`src/hw/rtl/btsg_pkg.sv`:
```
// shared types and constants of the block tile split generator
`default_nettype none

package btsg_pkg;

    // configuration port geometry
    localparam int CFG_IDX_W  = 3;
    localparam int CFG_DATA_W = 16;
    localparam int POINT_W    = 16;

    // register indexes
    localparam logic [CFG_IDX_W-1:0] CFG_LENGTH     = 3'd0;
    localparam logic [CFG_IDX_W-1:0] CFG_BLOCK_SIZE = 3'd1;
    localparam logic [CFG_IDX_W-1:0] CFG_TILE_SIZE  = 3'd2;
    localparam logic [CFG_IDX_W-1:0] CFG_PROC_COUNT = 3'd3;
    localparam logic [CFG_IDX_W-1:0] CFG_PROC_COORD = 3'd4;
    localparam logic [CFG_IDX_W-1:0] CFG_LOCAL_MODE = 3'd5;

    // configuration as seen by front and back; sizes already forced to at least one
    typedef struct packed {
        logic [15:0] length;
        logic [15:0] block_size;
        logic [15:0] tile_size;
        logic [8:0]  proc_count;
        logic [7:0]  proc_coord;
        logic        local_mode;
    } cfg_t;

    // classification of one queued beat
    typedef struct packed {
        logic last;   // length point
        logic ended;  // step after the end of the list
    } item_flags_t;

endpackage

`default_nettype wire

```
`src/hw/rtl/block_tile_split_generator_unit.sv`:
```
// top level of the block tile split generator
`default_nettype none

// Each input beat asks for the next split point of one matrix dimension: the
// merged ascending multiples of block_size and tile_size below length, then
// length itself with last set; after that every beat returns point 0, kept 0,
// last 1 until a beat with restart. In local mode the one-bit-per-cycle
// divider in the back end runs once by block size and once by process count.
// The front end takes beats into a two-entry queue, so up to two requests
// and one finished result can be held while the back end works.
// Configuration is written through cfg_wr_en, cfg_index and cfg_wdata; the
// user must do so only while the block is idle, which the block itself does
// not enforce; zero sizes act as one.
module block_tile_split_generator_unit #(
    parameter int INDEX_WIDTH = 16
) (
    input  wire logic                               aclk,
    input  wire logic                               aresetn,
    input  wire logic                               cfg_wr_en,
    input  wire logic [btsg_pkg::CFG_IDX_W-1:0]     cfg_index,
    input  wire logic [btsg_pkg::CFG_DATA_W-1:0]    cfg_wdata,
    input  wire logic                               s_valid,
    output logic                                    s_ready,
    input  wire logic                               s_restart,
    output logic                                    m_valid,
    input  wire logic                               m_ready,
    output logic [btsg_pkg::POINT_W-1:0]            m_point,
    output logic                                    m_kept,
    output logic                                    m_last
);

    localparam int Q_W = INDEX_WIDTH + 2;

    btsg_pkg::cfg_t        cfg_reg, cfg_next;
    logic                  push_valid, push_ready;
    logic [INDEX_WIDTH-1:0] push_point;
    btsg_pkg::item_flags_t push_flags;
    logic                  q_valid, q_ready;
    logic [Q_W-1:0]        q_data;
    logic [INDEX_WIDTH-1:0] q_point;
    btsg_pkg::item_flags_t q_flags;

    // configuration registers
    always_comb begin
        cfg_next = cfg_reg;
        if (cfg_wr_en) begin
            unique case (cfg_index)
                btsg_pkg::CFG_LENGTH: cfg_next.length = cfg_wdata;
                btsg_pkg::CFG_BLOCK_SIZE:
                    cfg_next.block_size = (cfg_wdata == '0) ? 16'd1 : cfg_wdata;
                btsg_pkg::CFG_TILE_SIZE:
                    cfg_next.tile_size = (cfg_wdata == '0) ? 16'd1 : cfg_wdata;
                btsg_pkg::CFG_PROC_COUNT:
                    cfg_next.proc_count = (cfg_wdata[8:0] == '0) ? 9'd1 : cfg_wdata[8:0];
                btsg_pkg::CFG_PROC_COORD: cfg_next.proc_coord = cfg_wdata[7:0];
                btsg_pkg::CFG_LOCAL_MODE: cfg_next.local_mode = cfg_wdata[0];
                default: cfg_next = cfg_reg;
            endcase
        end
    end

    always_ff @(posedge aclk) begin
        if (!aresetn) begin
            cfg_reg <= '{length: 16'd1, block_size: 16'd1, tile_size: 16'd1,
                         proc_count: 9'd1, proc_coord: 8'd0, local_mode: 1'b0};
        end else begin
            cfg_reg <= cfg_next;
        end
    end

    // front end
    btsg_front #(
        .INDEX_WIDTH(INDEX_WIDTH)
    ) u_front (
        .aclk      (aclk),
        .aresetn   (aresetn),
        .cfg       (cfg_reg),
        .s_valid   (s_valid),
        .s_ready   (s_ready),
        .s_restart (s_restart),
        .push_valid(push_valid),
        .push_ready(push_ready),
        .push_point(push_point),
        .push_flags(push_flags)
    );

    // queue between front and back
    btsg_fifo #(
        .WIDTH(Q_W)
    ) u_fifo (
        .aclk    (aclk),
        .aresetn (aresetn),
        .wr_valid(push_valid),
        .wr_ready(push_ready),
        .wr_data ({push_point, push_flags}),
        .rd_valid(q_valid),
        .rd_ready(q_ready),
        .rd_data (q_data)
    );

    assign q_point = q_data[Q_W-1:2];
    assign q_flags = q_data[1:0];

    // back end
    btsg_back #(
        .INDEX_WIDTH(INDEX_WIDTH)
    ) u_back (
        .aclk    (aclk),
        .aresetn (aresetn),
        .cfg     (cfg_reg),
        .in_valid(q_valid),
        .in_ready(q_ready),
        .in_point(q_point),
        .in_flags(q_flags),
        .m_valid (m_valid),
        .m_ready (m_ready),
        .m_point (m_point),
        .m_kept  (m_kept),
        .m_last  (m_last)
    );

    // back end takes one queued beat and is busy the cycle after
    a_back_single_take: assert property (@(posedge aclk) disable iff (!aresetn)
        (q_valid && q_ready) |=> !q_ready)
        else $error("back end took two beats in consecutive cycles");

    // no result is shown straight out of reset
    a_reset_clears_out: assert property (@(posedge aclk)
        !aresetn |=> !m_valid)
        else $error("result valid right after reset");

    // a result cannot appear before anything entered the queue
    a_result_needs_take: assert property (@(posedge aclk) disable iff (!aresetn)
        $rose(m_valid) |-> !q_ready || $past(!q_ready))
        else $error("result appeared without back end work");

endmodule

`default_nettype wire

```
`src/hw/rtl/btsg_fifo.sv`:
```
// two-entry queue between the front and the back
`default_nettype none

module btsg_fifo #(
    parameter int WIDTH = 18
) (
    input  wire logic             aclk,
    input  wire logic             aresetn,
    input  wire logic             wr_valid,
    output logic                  wr_ready,
    input  wire logic [WIDTH-1:0] wr_data,
    output logic                  rd_valid,
    input  wire logic             rd_ready,
    output logic      [WIDTH-1:0] rd_data
);

    logic [WIDTH-1:0] mem_reg [2];
    logic             wr_ptr_reg, wr_ptr_next;
    logic             rd_ptr_reg, rd_ptr_next;
    logic [1:0]       count_reg, count_next;
    logic             push, pop;

    assign wr_ready = (count_reg != 2'd2);
    assign rd_valid = (count_reg != 2'd0);
    assign rd_data  = mem_reg[rd_ptr_reg];
    assign push     = wr_valid && wr_ready;
    assign pop      = rd_valid && rd_ready;

    // pointer and fill bookkeeping
    always_comb begin
        wr_ptr_next = push ? ~wr_ptr_reg : wr_ptr_reg;
        rd_ptr_next = pop ? ~rd_ptr_reg : rd_ptr_reg;
        count_next  = count_reg;
        if (push && !pop) begin
            count_next = count_reg + 2'd1;
        end else if (pop && !push) begin
            count_next = count_reg - 2'd1;
        end
    end

    always_ff @(posedge aclk) begin
        if (!aresetn) begin
            wr_ptr_reg <= 1'b0;
            rd_ptr_reg <= 1'b0;
            count_reg  <= 2'd0;
        end else begin
            wr_ptr_reg <= wr_ptr_next;
            rd_ptr_reg <= rd_ptr_next;
            count_reg  <= count_next;
        end
    end

    // storage
    always_ff @(posedge aclk) begin
        if (push) begin
            mem_reg[wr_ptr_reg] <= wr_data;
        end
    end

endmodule

`default_nettype wire

```
`src/hw/rtl/btsg_front.sv`:
```
// front: walks the merged block and tile multiples, one point per beat
`default_nettype none

module btsg_front #(
    parameter int INDEX_WIDTH = 16
) (
    input  wire logic                    aclk,
    input  wire logic                    aresetn,
    input  wire btsg_pkg::cfg_t          cfg,
    input  wire logic                    s_valid,
    output logic                         s_ready,
    input  wire logic                    s_restart,
    output logic                         push_valid,
    input  wire logic                    push_ready,
    output logic [INDEX_WIDTH-1:0]       push_point,
    output btsg_pkg::item_flags_t        push_flags
);

    localparam int PTR_W = INDEX_WIDTH + 1;

    logic [PTR_W-1:0] block_point_reg, block_point_next;
    logic [PTR_W-1:0] tile_point_reg, tile_point_next;
    logic             merge_done_reg, merge_done_next;
    logic             list_ended_reg, list_ended_next;

    logic [PTR_W-1:0] bp, tp, len, d, bp_adv, tp_adv;
    logic             md, le, accept;

    assign s_ready    = push_ready;
    assign push_valid = s_valid;
    assign accept     = s_valid && push_ready;
    assign len        = PTR_W'(INDEX_WIDTH'(cfg.length));

    // one merge step
    always_comb begin
        bp = s_restart ? '0 : block_point_reg;
        tp = s_restart ? '0 : tile_point_reg;
        md = s_restart ? 1'b0 : merge_done_reg;
        le = s_restart ? 1'b0 : list_ended_reg;

        d      = (bp < tp) ? bp : tp;
        bp_adv = (bp == d) ? bp + PTR_W'(cfg.block_size) : bp;
        tp_adv = (tp == d) ? tp + PTR_W'(cfg.tile_size) : tp;

        block_point_next = bp;
        tile_point_next  = tp;
        merge_done_next  = md;
        list_ended_next  = le;
        push_point       = '0;
        push_flags       = '{last: 1'b0, ended: 1'b0};

        priority if (le) begin
            push_flags.ended = 1'b1;
        end else if (!md && (bp < len || tp < len)) begin
            block_point_next = bp_adv;
            tile_point_next  = tp_adv;
            merge_done_next  = (bp_adv >= len) && (tp_adv >= len);
            push_point       = INDEX_WIDTH'(d);
        end else begin
            merge_done_next  = 1'b1;
            list_ended_next  = 1'b1;
            push_point       = INDEX_WIDTH'(len);
            push_flags.last  = 1'b1;
        end
    end

    always_ff @(posedge aclk) begin
        if (!aresetn) begin
            block_point_reg <= '0;
            tile_point_reg  <= '0;
            merge_done_reg  <= 1'b0;
            list_ended_reg  <= 1'b0;
        end else if (accept) begin
            block_point_reg <= block_point_next;
            tile_point_reg  <= tile_point_next;
            merge_done_reg  <= merge_done_next;
            list_ended_reg  <= list_ended_next;
        end
    end

endmodule

`default_nettype wire

```
`src/hw/rtl/btsg_back.sv`:
```
// back: owner filter and local index through a shared serial divider
`default_nettype none

module btsg_back #(
    parameter int INDEX_WIDTH = 16
) (
    input  wire logic                   aclk,
    input  wire logic                   aresetn,
    input  wire btsg_pkg::cfg_t         cfg,
    input  wire logic                   in_valid,
    output logic                        in_ready,
    input  wire logic [INDEX_WIDTH-1:0] in_point,
    input  wire btsg_pkg::item_flags_t  in_flags,
    output logic                        m_valid,
    input  wire logic                   m_ready,
    output logic [btsg_pkg::POINT_W-1:0] m_point,
    output logic                        m_kept,
    output logic                        m_last
);

    localparam int CNT_W = $clog2(INDEX_WIDTH);
    localparam int PW    = btsg_pkg::POINT_W;

    localparam logic [1:0] ST_IDLE = 2'd0;
    localparam logic [1:0] ST_DIV  = 2'd1;
    localparam logic [1:0] ST_MUL  = 2'd2;
    localparam logic [1:0] ST_FIN  = 2'd3;

    logic [1:0]             state_reg, state_next;
    logic [INDEX_WIDTH-1:0] quo_reg, quo_next;
    logic [15:0]            rem_reg, rem_next;
    logic [15:0]            div_reg, div_next;
    logic [CNT_W-1:0]       cnt_reg, cnt_next;
    logic                   pass_reg, pass_next;
    logic [15:0]            r1_reg, r1_next;
    logic [PW-1:0]          pt_reg, pt_next;
    logic                   kept_reg, kept_next;
    logic                   last_reg, last_next;
    logic                   m_valid_reg, m_valid_next;
    logic [PW-1:0]          m_point_reg, m_point_next;
    logic                   m_kept_reg, m_kept_next;
    logic                   m_last_reg, m_last_next;

    logic [16:0]            trial;
    logic                   ge;
    logic [15:0]            rem_step;
    logic [INDEX_WIDTH-1:0] quo_step;
    logic [PW-1:0]          prod_full;

    assign in_ready = (state_reg == ST_IDLE);
    assign m_valid  = m_valid_reg;
    assign m_point  = m_point_reg;
    assign m_kept   = m_kept_reg;
    assign m_last   = m_last_reg;

    // restoring divider step, one quotient bit a cycle
    assign trial    = {rem_reg, quo_reg[INDEX_WIDTH-1]};
    assign ge       = (trial >= {1'b0, div_reg});
    assign rem_step = ge ? 16'(trial - {1'b0, div_reg}) : trial[15:0];
    assign quo_step = {quo_reg[INDEX_WIDTH-2:0], ge};

    // block quotient over process count, scaled back by block size
    assign prod_full = PW'(quo_reg) * cfg.block_size;

    always_comb begin
        state_next   = state_reg;
        quo_next     = quo_reg;
        rem_next     = rem_reg;
        div_next     = div_reg;
        cnt_next     = cnt_reg;
        pass_next    = pass_reg;
        r1_next      = r1_reg;
        pt_next      = pt_reg;
        kept_next    = kept_reg;
        last_next    = last_reg;
        m_valid_next = m_valid_reg && !m_ready;
        m_point_next = m_point_reg;
        m_kept_next  = m_kept_reg;
        m_last_next  = m_last_reg;

        unique case (state_reg)
            ST_IDLE: begin
                if (in_valid) begin
                    r1_next   = '0;
                    last_next = in_flags.last;
                    priority if (in_flags.ended) begin
                        pt_next    = '0;
                        kept_next  = 1'b0;
                        last_next  = 1'b1;
                        state_next = ST_FIN;
                    end else if (!cfg.local_mode) begin
                        pt_next    = PW'(in_point);
                        kept_next  = 1'b1;
                        state_next = ST_FIN;
                    end else begin
                        quo_next   = in_point;
                        rem_next   = '0;
                        div_next   = cfg.block_size;
                        cnt_next   = '0;
                        pass_next  = 1'b0;
                        state_next = ST_DIV;
                    end
                end
            end
            ST_DIV: begin
                quo_next = quo_step;
                rem_next = rem_step;
                cnt_next = cnt_reg + CNT_W'(1);
                if (cnt_reg == CNT_W'(INDEX_WIDTH - 1)) begin
                    cnt_next = '0;
                    if (!pass_reg) begin
                        // block index in hand, now divide by process count
                        r1_next   = rem_step;
                        rem_next  = '0;
                        div_next  = 16'(cfg.proc_count);
                        pass_next = 1'b1;
                    end else begin
                        kept_next  = (rem_step == 16'(cfg.proc_coord));
                        state_next = ST_MUL;
                    end
                end
            end
            ST_MUL: begin
                pt_next    = prod_full;
                state_next = ST_FIN;
            end
            ST_FIN: begin
                if (!m_valid_reg || m_ready) begin
                    m_valid_next = 1'b1;
                    m_point_next = pt_reg + r1_reg;
                    m_kept_next  = kept_reg;
                    m_last_next  = last_reg;
                    state_next   = ST_IDLE;
                end
            end
            default: state_next = ST_IDLE;
        endcase
    end

    always_ff @(posedge aclk) begin
        if (!aresetn) begin
            state_reg   <= ST_IDLE;
            m_valid_reg <= 1'b0;
        end else begin
            state_reg   <= state_next;
            m_valid_reg <= m_valid_next;
        end
    end

    // datapath registers
    always_ff @(posedge aclk) begin
        quo_reg     <= quo_next;
        rem_reg     <= rem_next;
        div_reg     <= div_next;
        cnt_reg     <= cnt_next;
        pass_reg    <= pass_next;
        r1_reg      <= r1_next;
        pt_reg      <= pt_next;
        kept_reg    <= kept_next;
        last_reg    <= last_next;
        m_point_reg <= m_point_next;
        m_kept_reg  <= m_kept_next;
        m_last_reg  <= m_last_next;
    end

endmodule

`default_nettype wire
```
`config.mk`:
```
export PLATFORM = sky130hd
export DESIGN_NAME = block_tile_split_generator_unit
export DESIGN_NICKNAME = d
export VERILOG_FILES = /design/src/hw/rtl/btsg_pkg.sv /design/src/hw/rtl/block_tile_split_generator_unit.sv /design/src/hw/rtl/btsg_fifo.sv /design/src/hw/rtl/btsg_front.sv /design/src/hw/rtl/btsg_back.sv
export SDC_FILE = /design/constraint.sdc
export NUM_CORES = 1
export LEC_CHECK = 0
export BUFFER_PORTS_ARGS = -buffer_cell sky130_fd_sc_hd__buf_4
export CAP_MARGIN = 20
export CORE_ASPECT_RATIO = 1.25
export CORE_UTILIZATION = 50
export DETAILED_ROUTE_END_ITERATION = 10
export MAX_ROUTING_LAYER = met4
export PLACE_DENSITY = 0.77
export SYNTH_ARGS = -nofsm -noshare
export SYNTH_HDL_FRONTEND = slang
export SYNTH_HIERARCHICAL = 1
export SYNTH_SLANG_ARGS = --single-unit
```
`constraint.sdc`:
```
create_clock -name aclk -period 11.7 [get_ports aclk]
set_input_delay 0 -clock aclk [delete_from_list [all_inputs] [get_ports aclk]]
set_output_delay 0 -clock aclk [all_outputs]
set_load 0.1 [all_outputs]
```
# After elaboration in Yosys (flattened, before gate mapping)
# Memories as Yosys holds them, arrays and structs flattened. A register that Yosys moved wholly into a read port is not among the register bits.
# Index checks and enable logic that the tools add are counted.
# word_totals
word_cells	179
input_bits	25
romBits	0
mem_bits_rw	36
n_memories	1
reg_bits	214
latch_bits	0
output_inout_bits	20
# mem_list
memory	depth	word_bits	rd	rd_clocked_by_memory_dff	write_ports	line_no	text
u_fifo.mem_reg	2	18	1	1	1	btsg_fifo.sv:17	logic [WIDTH-1:0] mem_reg [2];
# op_classes
shift	0
n_bitwise	2
n_eq_ne	21
n_div	0
n_lt_le_gt_ge	6
n_mux	77
add_sub_neg	7
mul	1
reduce_logical	37
# ops
cell	count
$mux W16	23
$pmux W16 S2	5
$mux W17	9
$ge A17 B16 Y1	3
$add A17 B16 Y17	2
$eq A17 B17 Y1	2
$lt A17 B16 Y1	2
$mux W1	23
$lt A17 B17 Y1	1
$add A16 B16 Y16	1
$eq A16 B8 Y1	1
$logic_not A16 Y1	1
$mul A16 B16 Y16	1
$mux W2	8
$mux W4	4
$reduce_and A2 Y1	8
$sub A16 B16 Y16	1
$reduce_and A4 Y1	3
$reduce_and A5 Y1	2
$logic_not A9 Y1	1
$mux W9	1
$ne A2 B1 Y1 const B	4
$ne A2 B2 Y1 const B	4
$pmux W2 S4	1
other kinds (21)	40

# Logic depth before layout (Yosys ltp)
# Gate-level depths: netlist of run 1.
# depth
word_depth	9
depth_mapped	21
mapped_depth_nobuf	20

# By module
# The synthesis of run 1 kept the hierarchy.
# modules_own_cells
mod	area_each_um2	cells_each	seq_area_each_um2	n_inst
btsg_back	9995.8	980	3213.1	1
btsg_front	5695.5	726	720.7	1
block_tile_split_generator_unit	2587.5	290	1321.3	1
btsg_fifo	1539.0	80	1181.1	1

# Worst setup path after synthesis of run 1
# Ideal clock, no wire load.
# synth_timing
path_type	reg-to-reg
start	reg u_back.quo_reg[5]
end	reg u_back.pt_reg[13], data pin
synth_period_minus_slack_ns	5.272
slack_ns	6.428
t_arrival_ns	5.016
path_stages_with_launch	19
required_ns	11.444
setup_ns	0.256
path_cell_list	edfxtp_1 clkbuf_1 and2_1 fa_1 inv_1 fa_1 fa_1 fa_1 inv_1 fa_1 inv_1 fa_1 inv_1 ha_1 and3_1 a21oi_1 nand3b_1 xor2_1 a22o_1
# synth_between
elab_chain_cells	2
# synth_lines
element	line_no	text
start, declared	btsg_back.sv:30	logic [INDEX_WIDTH-1:0] quo_reg, quo_next;
start signal, assigned	btsg_back.sv:152	quo_reg <= quo_next;
$mul A16 B16 Y16	btsg_back.sv:63	assign prod_full = PW'(quo_reg) * cfg.block_size;
$pmux W16 S2	btsg_back.sv:81	unique case (state_reg)
via u_back.pt_next[13]	btsg_back.sv:36	logic [PW-1:0] pt_reg, pt_next;
end signal, assigned	btsg_back.sv:158	pt_reg <= pt_next;
end, declared	btsg_back.sv:36	
# The timed path passes the listed nets, and every way through them passes these cells.
# A chain may end at the register's enable or synchronous reset.

# Worst setup path after layout of run 1
# layout_timing
start	reg cfg_reg[37] (netlist bit)
end	reg u_back.pt_reg[14], data pin
# layout_between
elab_chain_cells	2
# layout_lines
element	line_no	text
start, declared	block_tile_split_generator_unit.sv:34	btsg_pkg::cfg_t cfg_reg, cfg_next;
start signal, assigned	block_tile_split_generator_unit.sv:64	cfg_reg <= '{length: 16'd1, block_size: 16'd1, tile_size: 16'd1,
start signal, assigned	block_tile_split_generator_unit.sv:67	cfg_reg <= cfg_next;
$mul A16 B16 Y16	btsg_back.sv:63	
$pmux W16 S2	btsg_back.sv:81	
via u_back.pt_next[14]	btsg_back.sv:36	
# The timed path passes the listed nets, and every way through them passes these cells.

==> summary.md, run 1 <==
| Metric | Value |
|---|---|
| Fin crit share | 0.4986 |
| Worst path most repeated cell | fa_1 |
| RSZ-0062 raised after global routing | no |
| Critical path startpoint | cfg_reg[37]$_SDFFE_PN0P_ |
| H-tree Lvls | 1 |
| Post-synth EDFFs | around 140 |
| TritonRoute pass-1 iters | 6 |
| Worst clock skew | 54.99 ps |
| Crit start category | register |
| First-pass GRT wire length | 87.29 mm |
| DR vias | 15690 |
| Top cell type by total area after synthesis | edfxtp_1 |
| Vert. Die Dim | ~220 um |
| Setup TNS | 0 ps |
| Worst vdd ir | a little over 0.2 mV |
| Seq cells post-synth | ~250 |
| Clock root buffer | clkbuf_16 |
| Max_slew headroom | 0.3274 |
| CTS Buf Count | 28 |
| Leakage | about 9.3 nW |
| CTS Buffer Depth | 3 |
| Post-synth cell types | between 90 and 100 |
| Core Rows | roughly 80 |
| Buffers and inverters on the worst path | 3 |
| Post-Syn Instances | 2076 |
| Clk slew on worst S/H paths | 60 ps |
| Die Wd | approximately 180 um |
| Initial Util | 0.5066 |
| Post-CTS sizing | 0 |
| CP cell instances | nand2_1 -> fa_1 -> fa_1 -> fa_1 -> fa_1 -> inv_1 -> fa_1 -> inv_1 -> fa_1 -> inv_1 -> ha_1 -> nand3_1 -> o21ai_0 -> o211ai_1 -> xnor2_1 -> a21o_1 |
| Post-synth top area share | 0.2136 |
| Top cells by area, synth | edfxtp_1 (21%), ha_1 (12%), dfxtp_1 (11%), fa_1 (8.5%), nand2_1 (4.9%) |
| FMAX | 171.4 MHz |
| Die footprint | 0.04044 mm^2 |
| CP endpoint kind | register |
| Worst-Skew Late Latency | 590 ps |
| Cell count along the critical path | 16 |
| Core area | 0.03912 mm^2 |
| Hold_sp | s_restart |
| Cell with the most instances after synthesis | nand2_1 |
| Placement Setup Slack | between 5000 and 6000 ps |
| Synthesized area | 0.01982 mm^2 |
| Drc violations | 0 |
| Largest net degree at the start of global routing | 85 |
| Top FF cell, synth | edfxtp_1 |
| Final hold vios | 0 |
| Final worst slack | around 5900 ps |
| Clock tree from TritonCTS | yes |
| Reg2Reg Depth | 16 |
| Slowest CP cell | dfxtp_1 |
| Async S/R FF share, synth | 0 |
| Crit Path Max Fanout | 20 |
| Worst R2R Start | cfg_reg[37]$_SDFFE_PN0P_ |
| Data arrival, critical path | 6130 ps |
| Slowest stage delay, CP | 870 ps |
| Hold path depth | 3 |
| I/O pin count | 45 |
| Slew Viols, Final | 0 |
| Clk sinks | 251 |
| Pwr/cell area | 202.2 mW/mm^2 |
| Syn-to-layout area delta | 10.13% |
| Mean post-synth cell area | 9.546 um^2 |
| WHS | 63.34 ps |
| Worst Setup Path Type | register to register |
| Top delay family on crit path | adder cells |
| DRT Wirelength | ~56 mm |
| Req. time, crit path | 12000 ps |
| Worst min path class | input port to register |
| Max reg flops | 66 |
| # nets final | roughly 2400 |
| Min Tclk post-route | 5833 ps |
| Syn_nets | ~2400 |
| Antenna violations before repair | 1 |
| Vias in the first global route | 16030 |
| GRT overflow | 0 |
| Max Cap Viol | 0 |
| GRT Util Overall | 0.2862 |
| Synth top cells by count | nand2_1 (260), inv_1 (196), ha_1 (190), edfxtp_1 (141), nor2_1 (121) |
| Sequential share of the synthesized area | 0.3248 |
| Status | finished, final reports clean |
| DR WL/cell | 21.15 um |
| # setup viols final | 0 |
| DPL Wire Length | 42.90 mm |
| Overall Power | 0.004414 W |
| Initial drt markers | 1260 |
| Worst Max-Slew Pin Slew | 1004 ps |
| Share of post-route cells with drive strength above 1 | 0.09674 |
| Count of input and output buffers | 44 |
| Ys Warns | 6 |
| GPL Wtd Cong | 0.9457 |
| DRT antenna net count | 0 |
| DR vias/cell | 5.924 |
==> worst paths after layout <==
kind                                                  end  slack [ps]
setup / recovery              u_back/pt_reg[14]$_DFFE_PP_        5870
hold / removal    u_front/tile_point_reg[16]$_SDFFE_PN0P_          60
setup reg to reg              u_back/pt_reg[14]$_DFFE_PP_        5870
hold reg to reg                   u_back/m_kept$_DFFE_PP_         460
==> cell type report <==
class                      count  area [um^2]
multi-input combinational   1548        12260
clock inverter                13        143.9
tap                          498        623.1
inverter                     197        739.5
fill                        3403        17300
antenna                        1        2.502
sequential                   251         6436
clock buffer                  39        773.2
timing repair buffer         102        843.3
==> repair_timing <==
action                    4_1_cts  5_1_grt
setup buffers                   0        0
hold endpoints to repair       69        0
hold buffers                   31        0
==> report_power, final <==
group,internal [W],switching (W)
logic,0.000821,0.00136
registers,0.00123,0.000127
clock network,0.000508,0.000373
==> per-stage QoR <==
stage                     instance area (um^2)  utilization  instances
final                                    21820       0.5579       2649
after global routing                     21820       0.5579       2649
after CTS                                21810       0.5576       2647
after detailed placement                 20590       0.5263       2564
after global placement                   20590       0.5263       2564
after floorplan                          19820            -       2076
==> worst register-to-register path, delay by kind of cell, from the launching register on <==
family	cells	cell delay [ps]
AO/OA/AOI/OAI	3	690
adder cells (fa/ha/maj)	7	3380
buffers and inverters	3	140
AND/OR/NAND/NOR	2	300
XOR/XNOR	1	150
flip-flops	1	870
==> per-layer routing <==
metal / vias up / global-route usage / share of wire / wire length [um]
li1: 7344 / - / - / -
met1: 7608 / 0.3130 / 0.38 / 21450
met2: 545 / 0.4999 / 0.50 / 27910
met3: 196 / 0.02963 / 0.050 / 2782
met4: 0 / 0.1828 / 0.069 / 3872
met5: - / - / 0 / 0
==> layout by cell type (no fill, tap or decap), drive strengths merged, types with 33 or more instances in the layout <==
cell type  netlist  layout
xor2            37      37
nor2           122     122
fa              84      84
dfxtp          110     110
edfxtp         141     141
buf             35      71
a22o            33      33
a21boi          57      57
nand2          260     260
mux2            59      59
a21oi           67      67
o21ai           65      65
ha             190     190
xnor2           74      74
clkbuf          45      39
inv            197     198
and2            85      85
nor2b           57      57
==> kinds of logic (layout without fill, tap and decap cells) <==
family,after synthesis,count (layout),synth area share
flops,251,251,0.3248
mux,81,81,0.04590
xor+xnor,112,112,0.05019
fa+ha+maj,276,276,0.2059
other cells,0,1,0
compound gates,406,406,0.1484
buf+inv,277,351,0.05688
simple gates,673,673,0.1679
(Power assumes the default switching activity.)
==> inputs of run 2 (changes only) <==
--- a/config.mk
+++ b/config.mk
@@ -5,6 +5,7 @@
 export SDC_FILE = /design/constraint.sdc
 export NUM_CORES = 1
 export LEC_CHECK = 0
+export ABC_AREA = 1
 export BUFFER_PORTS_ARGS = -buffer_cell sky130_fd_sc_hd__buf_4
 export CAP_MARGIN = 20
 export CORE_ASPECT_RATIO = 1.25
==> constraint.sdc (replaced) <==
create_clock -name aclk -period 5.93 [get_ports aclk]
set_input_delay 0 -clock aclk [delete_from_list [all_inputs] [get_ports aclk]]
set_output_delay 0 -clock aclk [all_outputs]
set_load 0.1 [all_outputs]
==> run 2 against run 1 <==
Maximum frequency increased by 3.9%; routed wire length increased by 16%; highest routed layer unchanged; utilization increased by 0.63 points; cell area increased by 9.0%; synthesized area increased by 8.1%; register-to-register slack got worse by 5600 ps; worst hold slack got worse by 8.7 ps; die area increased by 8.1%.
==> summary.md, run 2 <==
| Metric | Value |
|---|---|
| DRT antenna net count | 0 (unchanged) |
| RSZ-0062 raised after global routing | no (unchanged) |
| Worst Setup Path Type | register to register (unchanged) |
| Post-CTS sizing | 0 (unchanged) |
| GRT Util Overall | 0.3070 (was 0.2862) |
| Max reg flops | 66 (unchanged) |
| Core Rows | 84 (was 81) |
| I/O pin count | 45 (unchanged) |
| Share of post-route cells with drive strength above 1 | 0.09950 (was 0.09674) |
| Seq cells post-synth | 251 (unchanged) |
| Critical path startpoint | cfg_reg[39]$_SDFFE_PN0P_ (was cfg_reg[37]$_SDFFE_PN0P_) |
| Sequential share of the synthesized area | 0.3003 (was 0.3248) |
| Crit start category | register (unchanged) |
| Vias in the first global route | 19390 (was 16030) |
| Drc violations | 0 (unchanged) |
| Highest routed layer | met4 (unchanged) |
| CTS Buf Count | 28 (unchanged) |
| Commonest non-fill, non-tap cells in the layout | nand2_1 (789), inv_1 (454), nor2_1 (244), ha_1 (190), a21oi_1 (182) (was nand2_1 (260), inv_1 (196), ha_1 (190), edfxtp_1 (141), nor2_1 (121)) |
| Synth top cells by count | nand2_1 (790), inv_1 (454), nor2_1 (244), ha_1 (190), a21oi_1 (182) (was nand2_1 (260), inv_1 (196), ha_1 (190), edfxtp_1 (141), nor2_1 (121)) |
| Hold path depth | 2 (was 3) |
| H-tree Lvls | 1 (unchanged) |
| GRT overflow | 0 (unchanged) |
| Routed wl met3 | 3.739 mm (was 2.782 mm) |
| Reg2Reg Depth | 25 (was 16) |
| Count of input and output buffers | 44 (unchanged) |
| Worst Max-Slew Pin Slew | 1015 ps (was 1004 ps) |
| Post-synth top area share | 0.1976 (was 0.2136) |
| Post-Syn Instances | 2883 (was 2076) |
| Fin crit share | 0.9468 (was 0.4986) |
| End of the worst register-to-register path | u_back/pt_reg[15]$_DFFE_PP_ (was u_back/pt_reg[14]$_DFFE_PP_) |
| Initial Util | 0.5085 (was 0.5066) |
| Data arrival, critical path | 5950 ps (was 6130 ps) |
| Crit Path Max Fanout | 10 (was 20) |
| Worst min path class | input port to register (unchanged) |
| Min Tclk post-route | 5615 ps (was 5833 ps) |
| # nets final | 3262 (was 2427) |
| Max_slew headroom | 0.3222 (was 0.3274) |
| DR WL met2 | 31.00 mm (was 27.91 mm) |
| Antenna violations before repair | 0 (was 1) |
| Largest net degree at the start of global routing | 72 (was 85) |
| Worst-Skew Late Latency | 590 ps (about the same) |
| Async S/R FF share, synth | 0 (unchanged) |
| Hold_sp | s_restart (unchanged) |
| DPL Wire Length | 50.35 mm (was 42.90 mm) |
| Min-Delay Endpoint | u_fifo/mem_reg[1][0]$_DFFE_PP_ (was u_front/tile_point_reg[16]$_SDFFE_PN0P_) |
| Slew Viols, Final | 0 (unchanged) |
| Vert. Die Dim | 233.5 um (was 224.6 um) |
| CP endpoint kind | register (unchanged) |
| Setup slack, reg-to-reg | 320 ps (was 5870 ps) |
| Worst clock skew | 22.63 ps (was 54.99 ps) |
| Commonest non-fill, non-tap cell in the layout | nand2_1 (unchanged) |
| Worst path most repeated cell | nand2_1 (was fa_1) |
| Slowest CP cell | dfxtp_1 (unchanged) |
| Post-synth EDFFs | 141 (unchanged) |
| Syn_nets | 3182 (was 2375) |
| Fill cell count | 3810 (was 3403) |
| Top cell type by total area after synthesis | edfxtp_1 (unchanged) |
| N_diodes | 0 (was 1) |
| Synthesized area | 0.02143 mm^2 (was 0.01982 mm^2) |
| Worst R2R Start | cfg_reg[39]$_SDFFE_PN0P_ (was cfg_reg[37]$_SDFFE_PN0P_) |
| Post-synth cell types | 66 (was 99) |
| Die footprint | 0.04370 mm^2 (was 0.04044 mm^2) |
| Clock root buffer | clkbuf_16 (unchanged) |
| DR vias | 19630 (was 15690) |
| Mean post-synth cell area | 7.434 um^2 (was 9.546 um^2) |
| Ys Warns | 6 (unchanged) |
| CTS Buffer Depth | 3 (unchanged) |
| Core area | 0.04215 mm^2 (was 0.03912 mm^2) |
| Die Wd | 187.2 um (was 180.1 um) |
| Met1 WL | 24.60 mm (was 21.45 mm) |
| Final hold vios | 0 (unchanged) |
| Top cells by area, synth | edfxtp_1 (20%), nand2_1 (14%), ha_1 (11%), dfxtp_1 (10%), inv_1 (8.0%) (was edfxtp_1 (21%), ha_1 (12%), dfxtp_1 (11%), fa_1 (8.5%), nand2_1 (4.9%)) |
| DR WL/cell | 18.30 um (was 21.15 um) |
| DR vias/cell | 5.539 (was 5.924) |
| Req. time, crit path | 6270 ps (was 12000 ps) |
| Top FF cell, synth | edfxtp_1 (unchanged) |
| FMAX | 178.1 MHz (was 171.4 MHz) |
| Clk slew on worst S/H paths | 70 ps (was 60 ps) |
| DRT Wirelength | 64.86 mm (was 56.01 mm) |
| Max Cap Viol | 0 (unchanged) |
| First-pass GRT wire length | 102.4 mm (was 87.29 mm) |
| TritonRoute pass-1 iters | 6 (unchanged) |
| Clock tree from TritonCTS | yes (unchanged) |
| Cell with the most instances after synthesis | nand2_1 (unchanged) |
| Syn-to-layout area delta | 10.95% (was 10.13%) |
| # setup viols final | 0 (unchanged) |
| Setup TNS | 0 ps (unchanged) |
| Clk sinks | 251 (unchanged) |
| Initial drt markers | 1461 (was 1260) |
| GPL Wtd Cong | 1.006 (was 0.9457) |
| Status | finished, final reports clean (unchanged) |
| Slowest stage delay, CP | 570 ps (was 870 ps) |
[run 2: layout make-up]
| cell class | instances | area, um^2 | area share |
|---|---|---|---|
| clock buffer | 34 | 808.3 | 0.03399 |
| multi-input combinational | 2066 | 12690 | 0.5339 |
| sequential | 251 | 6436 | 0.2707 |
| inverter | 473 | 1779 | 0.07482 |
| clock inverter | 18 | 211.5 | 0.008892 |
| tap | 559 | 699.4 | 0.02941 |
| timing repair buffer | 143 | 1150 | 0.04836 |
[run 2: worst max-delay path by stage]
| stage | endpoint | slack, ps |
|---|---|---|
| after floorplan | u_back/pt_reg[14]$_DFFE_PP_ | 500 |
| after detailed placement | u_back/pt_reg[15]$_DFFE_PP_ | 420 |
| after global routing | u_back/pt_reg[15]$_DFFE_PP_ | 40 |
| after CTS | u_back/pt_reg[15]$_DFFE_PP_ | 400 |
| final | u_back/pt_reg[15]$_DFFE_PP_ | 320 |
| after global placement | u_back/pt_reg[15]$_DFFE_PP_ | 470 |
[run 2: worst max-delay path, delay by kind of cell, from the launching register on]
kind                       cells  cell delay, ps
AOI/OAI and AO/OA              3             520
adders and majority gates      7            3000
buffers and inverters          6             540
DFF                            1             570
and+or+nand+nor                9             720
[run 2: stage by stage]
step             util  instances  worst slack (ps)  instance area, um^2  hold slack [ps]
2_1_floorplan       -       2883             501.9                21430            121.3
3_3_place_gp   0.5329       3462             470.5                22460            298.1
3_5_place_dp   0.5331       3463             415.4                22470            303.5
4_1_cts        0.5642       3544             404.1                23780            25.82
5_1_grt        0.5642       3544             35.03                23780            63.43
6_report       0.5642       3544             315.5                23780            54.65
[run 2: logic make-up after synthesis]
kind of cell / Yosys count / share of synthesized area
muxes: 18 / 0.01121
AOI/OAI and AO/OA: 414 / 0.1091
DFF: 251 / 0.3003
buffers and inverters: 566 / 0.1082
adders and majority gates: 274 / 0.1894
xor gates and xnor gates: 49 / 0.02002
and+or+nand+nor: 1311 / 0.2618
[run 2: routing by layer]
layer,track usage,up-vias
met5,-,-
met4,0.2357,0
met3,0.04072,257
met2,0.5206,788
met1,0.3274,9162
li1,-,9424
[run 2: repair_timing]
action	in CTS	in global routing
hold endpoints to repair	75	0
setup buffers	0	0
hold buffers	29	0
Power of run 2 is left out: the tool's default activity adds up to more than one toggle a clock period on the data nets, which glitch-free logic cannot reach.
==> inputs of run 3 (changes only) <==
==> constraint.sdc (replaced) <==
create_clock -name aclk -period 6.6 [get_ports aclk]
set_input_delay 0 -clock aclk [delete_from_list [all_inputs] [get_ports aclk]]
set_output_delay 0 -clock aclk [all_outputs]
set_load 0.1 [all_outputs]
==> run 3 against run 2 <==
Register-to-register slack better by 480 ps; maximum frequency decreased by 3.2%; non-clock buffer count shrank 24; die area did not move; worst hold slack got worse by 31 ps; cell area down 1.2%; largest cell class unchanged.
==> summary.md, run 3 (same netlist as run 2, synthesis figures left out) <==
| Metric | Value |
|---|---|
| Slew Viols, Final | 0 (unchanged) |
| Commonest non-fill, non-tap cells in the layout | nand2_1 (789), inv_1 (454), nor2_1 (244), ha_1 (190), a21oi_1 (182) (unchanged) |
| Max_slew headroom | 0.2985 (was 0.3222) |
| Max Cap Viol | 0 (unchanged) |
| CTS Buf Count | 28 (unchanged) |
| Worst-Skew Late Latency | 570 ps (was 590 ps) |
| GRT Util Overall | 0.3108 (was 0.3070) |
| I/O pin count | 45 (unchanged) |
| Worst min path class | input port to register (unchanged) |
| FMAX | 172.4 MHz (was 178.1 MHz) |
| Die Wd | 187.2 um (unchanged) |
| H-tree Lvls | 1 (unchanged) |
| Post-CTS Hold Buffers | 32 (was 29) |
| Slowest CP cell | dfxtp_1 (unchanged) |
| Top delay family on crit path | adder cells (unchanged) |
| DRT Wirelength | 65.75 mm (was 64.86 mm) |
| Slowest stage delay, CP | 830 ps (was 570 ps) |
| Antenna violations before repair | 0 (unchanged) |
| CTS Buffer Depth | 3 (unchanged) |
| Largest net degree at the start of global routing | 72 (unchanged) |
| Clk slew on worst S/H paths | 60 ps (was 70 ps) |
| First-pass GRT wire length | 103.2 mm (was 102.4 mm) |
| Core Rows | 84 (unchanged) |
| Syn-to-layout area delta | 9.673% (was 10.95%) |
| CP cell instances | nand2_1 -> fa_1 -> fa_1 -> fa_1 -> fa_1 -> inv_1 -> fa_1 -> inv_1 -> fa_1 -> inv_1 -> ha_1 -> nand2_1 -> nor2_1 -> nand3_1 -> nand4_1 -> nand2_1 -> inv_1 -> o21ai_0 -> nand2_1 -> o21ai_0 -> o21ai_0 |
| Data arrival, critical path | 6110 ps (was 5950 ps) |
| Count of input and output buffers | 44 (unchanged) |
| Fill cell count | 3897 (was 3810) |
| Drc violations | 0 (unchanged) |
| Setup TNS | 0 ps (unchanged) |
| GRT overflow | 0 (unchanged) |
| Final hold vios | 0 (unchanged) |
| DPL Wire Length | 50.48 mm (was 50.35 mm) |
| Clock tree from TritonCTS | yes (unchanged) |
| DRT antenna net count | 0 (unchanged) |
| Min Tclk post-route | 5800 ps (was 5615 ps) |
| Post-CTS sizing | 0 (unchanged) |
| Crit Path Max Fanout | 17 (was 10) |
| Initial Util | 0.5085 (unchanged) |
| DR WL/cell | 18.68 um (was 18.30 um) |
| Buffers and inverters on the worst path | 4 (was 6) |
| N_diodes | 0 (unchanged) |
| Die footprint | 0.04370 mm^2 (unchanged) |
| Vert. Die Dim | 233.5 um (unchanged) |
| Status | finished, final reports clean (unchanged) |
| Clk sinks | 251 (unchanged) |
| DR vias/cell | 5.587 (was 5.539) |
| # setup viols final | 0 (unchanged) |
| Clock root buffer | clkbuf_16 (unchanged) |
| Crit start category | register (unchanged) |
| Vias in the first global route | 19590 (was 19390) |
| Core area | 0.04215 mm^2 (unchanged) |
| Post-CTS Setup Repair Bufs | 0 (unchanged) |
| Max reg flops | 66 (unchanged) |
| Initial drt markers | 1529 (was 1461) |
| RSZ-0062 raised after global routing | no (unchanged) |
| Worst Setup Path Type | register to register (unchanged) |
| Share of post-route cells with drive strength above 1 | 0.08815 (was 0.09950) |
| CP endpoint kind | register (unchanged) |
| Worst path most repeated cell | fa_1 (was nand2_1) |
| WHS | 23.38 ps (was 54.65 ps) |
| Worst Max-Slew Pin Slew | 1051 ps (was 1015 ps) |
| Worst clock skew | 20.54 ps (was 22.63 ps) |
| DR vias | 19670 (was 19630) |
| Commonest non-fill, non-tap cell in the layout | nand2_1 (unchanged) |
| TritonRoute pass-1 iters | 6 (unchanged) |
| Fin crit share | 0.8788 (was 0.9468) |
| # nets final | 3238 (was 3262) |
| Req. time, crit path | 6910 ps (was 6270 ps) |
| GPL Wtd Cong | 1.043 (was 1.006) |
==> run 3: cell types whose count changed in the layout (fill, tap and decap cells not counted) <==
cell,delta
buf_4,-27
clkinv_1,+1
clkbuf_16,-4
inv_6,-1
clkinvlp_4,-2
inv_4,-3
clkinv_4,-2
clkbuf_1,+8
bufinv_16,-1
clkbuf_8,+4
dlygate4sd3_1,+3
==> run 3: path summary, 6_finish.rpt <==
| check | start | end | slack, ps | cells after the start |
|---|---|---|---|---|
| hold reg to reg | cfg_reg[11]$_SDFFE_PN0P_ | cfg_reg[11]$_SDFFE_PN0P_ | 470 | 2 |
| hold / removal | s_restart | u_fifo/mem_reg[1][0]$_DFFE_PP_ | 20 | 2 |
| setup / recovery | cfg_reg[37]$_SDFFE_PN0P_ | u_back/pt_reg[14]$_DFFE_PP_ | 800 | 21 |
| setup reg to reg | cfg_reg[37]$_SDFFE_PN0P_ | u_back/pt_reg[14]$_DFFE_PP_ | 800 | 21 |
==> run 3: final cells by class <==
class | instances | area [um^2] | area share
Multi-Input combinational cell | 2066 | 12690 | 0.5401
Sequential cell | 251 | 6436 | 0.2738
Inverter | 473 | 1779 | 0.07569
Timing Repair Buffer | 119 | 977.2 | 0.04157
Clock buffer | 42 | 793.3 | 0.03375
Tap cell | 559 | 699.4 | 0.02976
Clock inverter | 10 | 125.1 | 0.005323
==> run 3: routing by layer <==
metal | track usage | up-vias | share of wire
li1 | - | 9376 | -
met4 | 0.2211 | 0 | 0.080
met5 | - | - | 0
met3 | 0.03395 | 272 | 0.060
met2 | 0.5357 | 810 | 0.48
met1 | 0.3355 | 9207 | 0.37
==> run 3: per-stage QoR <==
step                      instances  setup WS, ps  instance area [um^2]  utilization
after floorplan                2883          1172                 21430            -
after global placement         3435         896.0                 22260       0.5281
after detailed placement       3436         802.1                 22270       0.5283
after CTS                      3520         842.1                 23510       0.5577
after global routing           3520         349.7                 23510       0.5577
final                          3520         799.8                 23510       0.5577
Power of run 3 is left out for the same reason.
